**src/hdl/cube_face_tessellator_top_assert.svh**
```systemverilog
// Assertion macros for the cube face tessellator.
`ifndef CUBE_FACE_TESSELLATOR_TOP_ASSERT_SVH
`define CUBE_FACE_TESSELLATOR_TOP_ASSERT_SVH

// Same-cycle implication, checked outside reset.
`define CFT_ASSERT_NOW(lbl, ante, cons) \
  lbl: assert property (@(posedge clk_i) disable iff (!rst_ni) (ante) |-> (cons)) \
    else $error("cube_face_tessellator assertion failed");

// Implication whose consequent may use ## delays.
`define CFT_ASSERT_SEQ(lbl, ante, cons) \
  lbl: assert property (@(posedge clk_i) disable iff (!rst_ni) (ante) |-> cons) \
    else $error("cube_face_tessellator assertion failed");

`endif

```
**src/hdl/cft_pkg.sv**
```systemverilog
package cft_pkg;

  localparam int unsigned MaxDivisions = 64;
  localparam int unsigned FracBits     = 15;

  localparam int unsigned DivW   = 7;
  localparam int unsigned IdxW   = 6;
  localparam int unsigned FaceW  = 3;
  localparam int unsigned PosW   = 16;
  localparam int unsigned NormW  = 2;
  localparam int unsigned VtxW   = 3;

  // floor(x / (2n)) as (x * ceil(2^RcpShift / (2n))) >> RcpShift, exact for x < 2^23
  localparam int unsigned RcpShift = 30;
  localparam int unsigned RcpW     = RcpShift;
  localparam int unsigned NumW     = DivW + FracBits + 1;
  localparam int unsigned ProdW    = NumW + RcpW;
  localparam int unsigned RcpOne   = (1 << RcpShift) / 2;

  localparam int unsigned Half     = 1 << (FracBits - 1);
  localparam int unsigned One      = 1 << FracBits;
  localparam logic [VtxW-1:0] LastVtx = VtxW'(5);

  typedef enum logic [FaceW-1:0] {
    FACE_FRONT  = 3'd0,
    FACE_BACK   = 3'd1,
    FACE_LEFT   = 3'd2,
    FACE_RIGHT  = 3'd3,
    FACE_TOP    = 3'd4,
    FACE_BOTTOM = 3'd5
  } face_e;

  typedef struct packed {
    logic signed [NormW-1:0] x;
    logic signed [NormW-1:0] y;
    logic signed [NormW-1:0] z;
  } norm_t;

  function automatic norm_t face_normal(input logic [FaceW-1:0] f);
    norm_t n;
    n = '0;
    unique case (f)
      FACE_FRONT:  n.z = NormW'(1);
      FACE_BACK:   n.z = -NormW'(1);
      FACE_LEFT:   n.x = -NormW'(1);
      FACE_RIGHT:  n.x = NormW'(1);
      FACE_TOP:    n.y = NormW'(1);
      FACE_BOTTOM: n.y = -NormW'(1);
      default:     n = '0;
    endcase
    return n;
  endfunction

endpackage

```
**src/hdl/cube_face_tessellator_top.sv**
```systemverilog
// Cube face tessellator. Each accepted tile (face, column, row) yields six vertices on
// consecutive cycles, one per cycle, top-left, bottom-left, bottom-right, bottom-right,
// top-right, top-left; a tile outside the grid, or a face code above five, yields a
// single result with bad_tile_o and last_vertex_o set and all other fields zero. busy_o
// drops on the cycle the final vertex of an item is issued, so items stream back to back.
// Each vertex passes the issue stage, then the corner-index, reciprocal-multiply and
// placement stages. Results are strobed by vertex_valid_o for one cycle and cannot be
// stalled. Write divisions only while idle; values above 64 saturate to 64, zero makes
// every tile bad.
module cube_face_tessellator_top (
  input  logic                            clk_i,
  input  logic                            rst_ni,
  input  logic                            cfg_we_i,
  input  logic [cft_pkg::DivW-1:0]        cfg_wdata_i,
  input  logic                            start_i,
  output logic                            busy_o,
  input  logic [cft_pkg::FaceW-1:0]       face_i,
  input  logic [cft_pkg::IdxW-1:0]        column_i,
  input  logic [cft_pkg::IdxW-1:0]        row_i,
  output logic                            vertex_valid_o,
  output logic signed [cft_pkg::PosW-1:0] pos_x_o,
  output logic signed [cft_pkg::PosW-1:0] pos_y_o,
  output logic signed [cft_pkg::PosW-1:0] pos_z_o,
  output logic signed [cft_pkg::NormW-1:0] norm_x_o,
  output logic signed [cft_pkg::NormW-1:0] norm_y_o,
  output logic signed [cft_pkg::NormW-1:0] norm_z_o,
  output logic [cft_pkg::PosW-1:0]        tex_u_o,
  output logic [cft_pkg::PosW-1:0]        tex_v_o,
  output logic                            last_vertex_o,
  output logic                            bad_tile_o
);

  localparam int unsigned DivW  = cft_pkg::DivW;
  localparam int unsigned PosW  = cft_pkg::PosW;
  localparam int unsigned SumW  = PosW + 1;

  // reciprocal table
  logic [cft_pkg::RcpW-1:0] rcp_tab [cft_pkg::MaxDivisions+1];

  assign rcp_tab[0] = '0;
  for (genvar g = 1; g <= cft_pkg::MaxDivisions; g++) begin : g_rcp
    localparam longint unsigned RcpVal =
      ((64'd1 << cft_pkg::RcpShift) + 64'(2 * g) - 64'd1) / 64'(2 * g);
    assign rcp_tab[g] = cft_pkg::RcpW'(RcpVal);
  end

  // configuration
  logic [DivW-1:0]          n_q;
  logic [cft_pkg::RcpW-1:0] rcp_q;
  logic [DivW-1:0]          n_sat;

  assign n_sat = (cfg_wdata_i > DivW'(cft_pkg::MaxDivisions)) ?
                 DivW'(cft_pkg::MaxDivisions) : cfg_wdata_i;

  always_ff @(posedge clk_i or negedge rst_ni) begin
    if (!rst_ni) begin
      n_q   <= DivW'(1);
      rcp_q <= cft_pkg::RcpW'(cft_pkg::RcpOne);
    end else if (cfg_we_i) begin
      n_q   <= n_sat;
      rcp_q <= rcp_tab[n_sat];
    end
  end

  // issue stage: hold the item and step through its vertices
  logic                         act_q;
  logic                         err_q;
  logic [cft_pkg::VtxW-1:0]     vi_q;
  logic [cft_pkg::FaceW-1:0]    face_q;
  logic [cft_pkg::IdxW-1:0]     col_q;
  logic [cft_pkg::IdxW-1:0]     row_q;
  logic                         issue_last;
  logic                         accept;
  logic                         in_err;

  assign issue_last = err_q || (vi_q == cft_pkg::LastVtx);
  assign busy_o     = act_q && !issue_last;
  assign accept     = start_i && !busy_o;
  assign in_err     = (face_i > cft_pkg::FACE_BOTTOM) ||
                      ({1'b0, column_i} >= n_q) || ({1'b0, row_i} >= n_q);

  always_ff @(posedge clk_i or negedge rst_ni) begin
    if (!rst_ni) begin
      act_q <= 1'b0;
      err_q <= 1'b0;
      vi_q  <= '0;
    end else if (accept) begin
      act_q <= 1'b1;
      err_q <= in_err;
      vi_q  <= '0;
    end else if (act_q) begin
      act_q <= !issue_last;
      vi_q  <= vi_q + cft_pkg::VtxW'(1);
    end
  end

  always_ff @(posedge clk_i) begin
    if (accept) begin
      face_q <= face_i;
      col_q  <= column_i;
      row_q  <= row_i;
    end
  end

  logic            inc_c;
  logic            inc_r;
  logic [DivW-1:0] ci_d;
  logic [DivW-1:0] rj_d;

  assign inc_c = (vi_q == cft_pkg::VtxW'(2)) || (vi_q == cft_pkg::VtxW'(3)) ||
                 (vi_q == cft_pkg::VtxW'(4));
  assign inc_r = (vi_q == cft_pkg::VtxW'(1)) || (vi_q == cft_pkg::VtxW'(2)) ||
                 (vi_q == cft_pkg::VtxW'(3));
  assign ci_d  = {1'b0, col_q} + DivW'(inc_c);
  assign rj_d  = {1'b0, row_q} + DivW'(inc_r);

  // stage 1: corner indexes
  logic                      s1_vld_q;
  logic                      s1_err_q;
  logic                      s1_last_q;
  logic [cft_pkg::FaceW-1:0] s1_face_q;
  logic [DivW-1:0]           s1_ci_q;
  logic [DivW-1:0]           s1_rj_q;

  always_ff @(posedge clk_i or negedge rst_ni) begin
    if (!rst_ni) begin
      s1_vld_q <= 1'b0;
    end else begin
      s1_vld_q <= act_q;
    end
  end

  always_ff @(posedge clk_i) begin
    s1_err_q  <= err_q;
    s1_last_q <= issue_last;
    s1_face_q <= face_q;
    s1_ci_q   <= ci_d;
    s1_rj_q   <= rj_d;
  end

  // stage 2: round(k * 2^FracBits / n) by reciprocal multiply
  logic [cft_pkg::NumW-1:0]  num_a;
  logic [cft_pkg::NumW-1:0]  num_b;
  logic [cft_pkg::ProdW-1:0] prod_a;
  logic [cft_pkg::ProdW-1:0] prod_b;

  assign num_a  = (cft_pkg::NumW'(s1_ci_q) << (cft_pkg::FracBits + 1)) +
                  cft_pkg::NumW'(n_q);
  assign num_b  = (cft_pkg::NumW'(s1_rj_q) << (cft_pkg::FracBits + 1)) +
                  cft_pkg::NumW'(n_q);
  assign prod_a = cft_pkg::ProdW'(num_a) * cft_pkg::ProdW'(rcp_q);
  assign prod_b = cft_pkg::ProdW'(num_b) * cft_pkg::ProdW'(rcp_q);

  logic                      s2_vld_q;
  logic                      s2_err_q;
  logic                      s2_last_q;
  logic [cft_pkg::FaceW-1:0] s2_face_q;
  logic [PosW-1:0]           s2_sa_q;
  logic [PosW-1:0]           s2_sb_q;

  always_ff @(posedge clk_i or negedge rst_ni) begin
    if (!rst_ni) begin
      s2_vld_q <= 1'b0;
    end else begin
      s2_vld_q <= s1_vld_q;
    end
  end

  always_ff @(posedge clk_i) begin
    s2_err_q  <= s1_err_q;
    s2_last_q <= s1_last_q;
    s2_face_q <= s1_face_q;
    s2_sa_q   <= prod_a[cft_pkg::RcpShift +: PosW];
    s2_sb_q   <= prod_b[cft_pkg::RcpShift +: PosW];
  end

  // stage 3: place the corner on its face
  logic signed [SumW-1:0] hp;
  logic signed [SumW-1:0] sa_s;
  logic signed [SumW-1:0] sb_s;
  logic signed [SumW-1:0] px_d;
  logic signed [SumW-1:0] py_d;
  logic signed [SumW-1:0] pz_d;
  logic [SumW-1:0]        tv_d;
  cft_pkg::norm_t         nrm_d;

  assign hp   = SumW'(cft_pkg::Half);
  assign sa_s = $signed({1'b0, s2_sa_q});
  assign sb_s = $signed({1'b0, s2_sb_q});
  assign tv_d = SumW'(cft_pkg::One) - {1'b0, s2_sb_q};

  always_comb begin
    px_d  = '0;
    py_d  = '0;
    pz_d  = '0;
    nrm_d = cft_pkg::face_normal(s2_face_q);
    unique case (s2_face_q)
      cft_pkg::FACE_FRONT: begin
        px_d = sa_s - hp;
        py_d = hp - sb_s;
        pz_d = hp;
      end
      cft_pkg::FACE_BACK: begin
        px_d = hp - sa_s;
        py_d = hp - sb_s;
        pz_d = -hp;
      end
      cft_pkg::FACE_LEFT: begin
        px_d = -hp;
        py_d = hp - sb_s;
        pz_d = sa_s - hp;
      end
      cft_pkg::FACE_RIGHT: begin
        px_d = hp;
        py_d = hp - sb_s;
        pz_d = hp - sa_s;
      end
      cft_pkg::FACE_TOP: begin
        px_d = sa_s - hp;
        py_d = hp;
        pz_d = sb_s - hp;
      end
      cft_pkg::FACE_BOTTOM: begin
        px_d = sa_s - hp;
        py_d = -hp;
        pz_d = hp - sb_s;
      end
      default: begin
        px_d = '0;
        py_d = '0;
        pz_d = '0;
      end
    endcase
  end

  logic s3_vld_q;

  always_ff @(posedge clk_i or negedge rst_ni) begin
    if (!rst_ni) begin
      s3_vld_q <= 1'b0;
    end else begin
      s3_vld_q <= s2_vld_q;
    end
  end

  always_ff @(posedge clk_i) begin
    last_vertex_o <= s2_last_q;
    bad_tile_o    <= s2_err_q;
    if (s2_err_q) begin
      pos_x_o  <= '0;
      pos_y_o  <= '0;
      pos_z_o  <= '0;
      norm_x_o <= '0;
      norm_y_o <= '0;
      norm_z_o <= '0;
      tex_u_o  <= '0;
      tex_v_o  <= '0;
    end else begin
      pos_x_o  <= px_d[PosW-1:0];
      pos_y_o  <= py_d[PosW-1:0];
      pos_z_o  <= pz_d[PosW-1:0];
      norm_x_o <= nrm_d.x;
      norm_y_o <= nrm_d.y;
      norm_z_o <= nrm_d.z;
      tex_u_o  <= s2_sa_q;
      tex_v_o  <= tv_d[PosW-1:0];
    end
  end

  assign vertex_valid_o = s3_vld_q;

`include "cube_face_tessellator_top_assert.svh"

  `CFT_ASSERT_NOW(a_bad_is_last, vertex_valid_o && bad_tile_o, last_vertex_o)
  `CFT_ASSERT_SEQ(a_accept_to_result, start_i && !busy_o, ##4 vertex_valid_o)
  `CFT_ASSERT_NOW(a_six_in_a_row, vertex_valid_o && last_vertex_o && !bad_tile_o,
                  $past(vertex_valid_o, 5) && !$past(last_vertex_o, 1))

endmodule
```
**config.mk**
```make
export PLATFORM = sky130hd
export DESIGN_NAME = cube_face_tessellator_top
export DESIGN_NICKNAME = d
export VERILOG_FILES = /design/src/hdl/cft_pkg.sv /design/src/hdl/cube_face_tessellator_top.sv
export VERILOG_INCLUDE_DIRS = /design/src /design/src/hdl
export SDC_FILE = /design/constraint.sdc
export NUM_CORES = 2
export LEC_CHECK = 0
export ABC_AREA = 0
export BUFFER_PORTS_ARGS = -buffer_cell sky130_fd_sc_hd__buf_2
export CAP_MARGIN = 40
export CORE_ASPECT_RATIO = 0.8
export CORE_MARGIN = 1.5
export CORE_UTILIZATION = 50
export CTS_CLUSTER_SIZE = 40
export DETAILED_ROUTE_END_ITERATION = 10
export PLACE_DENSITY = 0.67
export SLEW_MARGIN = 20
export SYNTH_ARGS = -nofsm -noshare
export SYNTH_HDL_FRONTEND = slang
export SYNTH_SLANG_ARGS = --single-unit
```
**constraint.sdc**
```tcl
create_clock -name clk_i -period 7.17 [get_ports clk_i]
set_input_delay 0.717 -clock clk_i [delete_from_list [all_inputs] [get_ports clk_i]]
set_output_delay 0.717 -clock clk_i [all_outputs]
set_load 0.02 [all_outputs]
```
# After elaboration in Yosys (flattened, before gate mapping)
# Memories as Yosys holds them, arrays and structs flattened. A register that Yosys moved wholly into a read port is not among the register bits.
# Cells that the tools add are included.
# totals
ff_bits,174
rom_bits,3840
out_inout_bits,90
elab_cells,85
memories,1
# mem_list
memory,depth,word_bits,rd,rd_clocked_by_memory_dff,wr,line_no,rtl
(no name shown),128,30,1,1,0,cube_face_tessellator_top.sv:61,rcp_q <= rcp_tab[n_sat];
# classes
addsub,10
n_mul,2
order_cmp,4
eq_ne,10
mux,11
bitwise,1
n_reduce_logical,16
# ops
operator,n
$pmux 16 s6,1
$mul 23x30->46,2
$pmux 16 s4,1
$pmux 16 s3,1
$add 23x7->23,2
$sub 15x16->16 const A,2
$sub 16x15->16 const B,2
$sub 16x16->16 const A,1
$add 6x1->7,2
$ge 6x7->1,2
$eq 3x2->1 const B,4
$eq 3x3->1 const B,4
$pmux 2 s2,3
$not 7->8,1
$gt 7x7->1 const B,1
$logic_or 1x1->1,7
$mux 7,1
$eq 3x1->1 const B,2
$mux 3,2
$reduce_or 4->1,1
$add 3x1->3 const B,1
$gt 3x3->1 const B,1
$logic_not 1->1,3
$logic_not 3->1,1
4 further kinds,6

# Longest topological paths before layout
# depth
depth_word,7
depth_mapped,26
ltp_nobuf,24

# Worst setup path before layout
# Ideal clock, no wire load.
# synth_timing
path_kind,reg2reg
startpoint,reg n_q[2]
endpoint,reg s2_sb_q[14]
setup_time_ns,0.072
arrival_time_ns,6.438
slack_ns,0.660
path_stages_with_launch,23
cell_sequence,dfrtp_1 clkbuf_1 clkbuf_1 nand2_1 fa_1 inv_1 fa_1 fa_1 ha_1 fa_1 inv_1 fa_1 fa_1 inv_1 ha_1 a211oi_1 o21bai_1 a2111oi_2 o211ai_1 a31oi_1 o21ai_1 a311oi_1 xnor2_1
# synth_via
elab_chain_len,2
# synth_rtl
item,line_no,rtl
"start, declared",cube_face_tessellator_top.sv:48,logic [DivW-1:0] n_q;
"start signal, assigned",cube_face_tessellator_top.sv:57,n_q <= DivW'(1);
"start signal, assigned",cube_face_tessellator_top.sv:60,n_q <= n_sat;
$add 23x7->23,cube_face_tessellator_top.sv:149,assign num_b = (cft_pkg::NumW'(s1_rj_q) << (cft_pkg::FracBits + 1)) +
$mul 23x30->46,cube_face_tessellator_top.sv:152,assign prod_b = cft_pkg::ProdW'(num_b) * cft_pkg::ProdW'(rcp_q);
"named net prod_b, one bit",cube_face_tessellator_top.sv:145,logic [cft_pkg::ProdW-1:0] prod_b;
"end signal, assigned",cube_face_tessellator_top.sv:174,s2_sb_q <= prod_b[cft_pkg::RcpShift +: PosW];
"end, declared",cube_face_tessellator_top.sv:159,logic [PosW-1:0] s2_sb_q;
# The timed path passes the listed nets, and every way through them passes these cells.
# A chain may end at the register's enable or synchronous reset.

# Final worst setup path
# layout_timing
startpoint,reg rcp_q[10] (netlist name)
endpoint,reg s2_sa_q[3]
# layout_via
elab_chain_len,1
# layout_rtl
item,line_no,rtl
"start, declared",cube_face_tessellator_top.sv:49,logic [cft_pkg::RcpW-1:0] rcp_q;
$mul 23x30->46,cube_face_tessellator_top.sv:151,assign prod_a = cft_pkg::ProdW'(num_a) * cft_pkg::ProdW'(rcp_q);
"named net prod_a, one bit",cube_face_tessellator_top.sv:144,logic [cft_pkg::ProdW-1:0] prod_a;
"end signal, assigned",cube_face_tessellator_top.sv:173,s2_sa_q <= prod_a[cft_pkg::RcpShift +: PosW];
"end, declared",cube_face_tessellator_top.sv:158,logic [PosW-1:0] s2_sa_q;
# The timed path passes the listed nets, and every way through them passes these cells.

==> results.md <==
- IO Pins: 116
- Num rows: 81
- Max incr delay on CP: 0.62 ns
- FF+latch count, synth: 204
- IO buf count: 115
- Final hold vios: 0
- Ys flop type: dfxtp_1
- Worst IR Drop VDD: 0.312 mV
- Top-count cell post-synth: inv_1
- Post-route clock period utilization: 0.969
- Commonest cells post-synth: inv_1, fa_1, ha_1, and2_1, nand2_1
- Area Growth Syn to Fin: 8.52%
- Pre-CTS setup slack: 0.225 ns
- Starting DRT DRC Count: 2651
- Synthesized Nets: 4294
- Detail Route Antenna Nets: 0
- DIE HEIGHT: 225 um
- H-tree depth: 1
- DR vias/cell: 5.61
- Largest net degree at the start of global routing: 49
- Synth async-reset ratio: 0.221
- Overflow after GRT: 0
- Clk_lat worst skew: 0.57 ns
- Initial Util: 0.504
- Post-synth top area share: 0.311
- Via Count: 24400
- Layout cell share with drive strength beyond 1: 0.0871
- Register share of total power: 0.153
- Num CTS Buffers: 23
- Post-Synthesis Cells: 3428
- Root buf cell: clkbuf_16
- Worst Slack Setup Final: 0.224 ns
- Post-synthesis cell area: 30700 um2
- HPWL after DPL: 77.3 mm
- Fin Hold WS: 0.277 ns
- Combinational share of power: 0.752
- Synthesized area per cell: 8.96 um2
- Maxcap violations: 0
- RSZ-0062 raised after global routing: no
- Net Sw Frac: 0.525
- Actual slew at the worst max-slew pin: 0.940 ns
- Worst Setup Path Type: register to register
- CP Capture Type: register
- CTS Sinks: 204
- Clock transition at path regs: 0.07 ns
- Routability cong.: 1.01
- Post-synth cell types: 79
- Int Power: 5.81 mW
- Drt pass-1 iters: 7
- Yosys top cell by area: fa_1
- Clock Power Share: 0.095
- Worst path slowest cell: dfrtp_1
- Worst path cell trace: buf_12 > and2_1 > fa_1 > fa_1 > fa_1 > fa_1 > inv_1 > fa_1 > fa_1 > fa_1 > inv_1 > ha_1 > a22oi_1 > nand2_1 > a2111oi_0 > o21ai_0 > o32ai_2 > o21ai_0 > a21o_1 > xor2_1
- Pins Over Slew Limit: 0
- Max_slew headroom: 0.373
- Syn. warnings: 0
- Setup tns final: 0 ns
- Gr usage total: 0.303
- Fmax: 144 MHz
- Crit path top cell by count: fa_1
- Number of global-route vias before repair: 23600
- Initial antenna violation count: 5
- Die ar.: 63000 um2
- Chip Width: 280 um
- Fin util: 0.547
- CP required: 7.61 ns
- Final setup viols: 0
- Power per Cell Area: 366 nW/um2
- Post-synthesis sequential area ratio: 0.145
- Worst Path Max Fanout: 16
- Net count reported at finish: 4351
- Worst Setup Start Kind: register
- Finished Layout Cells: 4338
- CTS tree: built
- Leak pwr: 16.7 nW
- Crit path DAT: 7.39 ns
- Net Switching: 6.42 mW
- Post-placement cell count: 4288
- Final Critical Period: 6.95 ns
- Clock tree buffer depth: 3
- Post-route DRC: 0
- Filler Cell Count: 5587
- Status: complete, no violations
- Avg WL per Cell: 22.0 um
- Post-Route WL: 95.2 mm
- Hold WC Path Type: input pin to asynchronous set/reset pin
- First-pass GRT wire length: 143 mm
- Clock Skew: 0.0195 ns
- Largest cells by area after synthesis: fa_1, ha_1, dfxtp_1
- Core region area: 60900 um2
- Post-synth EDFFs: 15
## sequential cells by signal, summed over array words and instances, names as in the netlist, 3 cells and up
name / count
face_q: 3
s1_ci_q: 7
s1_face_q: 3
vi_q: 3
s2_sb_q: 16
tex_u_o: 16
tex_v_o: 16
s1_rj_q: 7
row_q: 6
pos_y_o: 16
pos_z_o: 16
s2_sa_q: 16
s2_face_q: 3
pos_x_o: 16
n_q: 7
col_q: 6
rcp_q: 30
## cells in the final DEF (no fill, tap or decap), drive strengths merged, types with 12 or more instances in the layout
| master | n |
|---|---|
| fa | 477 |
| and2 | 365 |
| o22ai | 28 |
| mux2i | 16 |
| ha | 363 |
| o21a | 12 |
| a21o | 25 |
| nand2 | 315 |
| dfrtp | 43 |
| a22oi | 15 |
| nand3 | 34 |
| xor2 | 34 |
| clkbuf | 31 |
| a21oi | 126 |
| nor3 | 33 |
| o21ai | 99 |
| nand4 | 14 |
| edfxtp | 15 |
| buf | 226 |
| nand2b | 17 |
| dfxtp | 144 |
| xnor2 | 64 |
| a31oi | 19 |
| inv | 558 |
| or3 | 14 |
| nor2 | 198 |
| nor2b | 25 |
| a211oi | 23 |
## repair_timing
item | CTS | global route
setup endpoints to repair | 0 | 14
resized for setup | 0 | 7
buffers inserted | 0 | 0
hold buffers | 0 | 0
## area by class of cell
class / count / area, um2 / area share
well taps: 830 / 1040 / 0.0311
flip-flops and latches: 204 / 4470 / 0.134
inverters: 555 / 2080 / 0.0625
multi-input cells: 2474 / 23500 / 0.704
diodes: 6 / 15.0 / 0.000450
clock inverters: 12 / 91.3 / 0.00274
clock buffers: 30 / 632 / 0.0189
repair buffers: 227 / 1540 / 0.0462
## routing by layer
layer  up-vias  wire length [um]  global-route usage
met5         -                 0              0.0179
met4         0              2330              0.0704
met3       121             12500               0.106
met2      1219             37600               0.406
met1     12000             42800               0.459
li1      11000                 -                   -
## per-stage QoR
step                area, um2  total power, mW
floorplan               30700             8.13
CTS                     33300             12.1
global placement        32500             10.8
global route            33300             13.4
detailed placement      32600             10.9
finish                  33300             12.2
## final timing paths
path | start | to | slack (ns) | cells after the start
worst max-delay path | rcp_q[10] | s2_sa_q[3] | 0.22 | 20
worst min-delay path | rst_ni | rcp_q[1] | 0.28 | 2
worst max register to register | rcp_q[10] | s2_sa_q[3] | 0.22 | 20
worst min register to register | s1_face_q[1] | s2_face_q[1] | 0.33 | 0
max in group asynchronous | rst_ni | rcp_q[17] | 6.36 | 2
min in group clk_i | s1_face_q[1] | s2_face_q[1] | 0.33 | 0
## power by group through the flow
stage	Sequential (mW)	Clock, mW	Combinational (mW)
final	1.87	1.16	9.18
after global routing	1.90	1.23	10.3
after CTS	1.86	1.18	9.07
after detailed placement	1.88	0	9.00
after global placement	1.90	0	8.89
after floorplan	1.83	0	6.30
## logic make-up (layout without fill, tap and decap cells)
kind of cell,after synthesis,in the layout,synth area share
buffers and inverters,750,824,0.0917
AO/OA/AOI/OAI,464,464,0.0978
XOR/XNOR,98,98,0.0279
adder cells (fa/ha/maj),840,840,0.459
multiplexers,25,25,0.00888
other,0,6,0
AND/OR/NAND/NOR,1047,1047,0.170
flip-flops,204,204,0.145
## critical path, delay by kind of cell, from the launching register on
kind | cells | cell delay [ns]
adders and majority gates | 8 | 3.66
DFF | 1 | 0.62
buffers and inverters | 3 | 0.45
AOI/OAI and AO/OA | 6 | 1.69
xor gates and xnor gates | 1 | 0.14
and+or+nand+nor | 2 | 0.26
No activity file was read; power rests on OpenSTA's default activity.
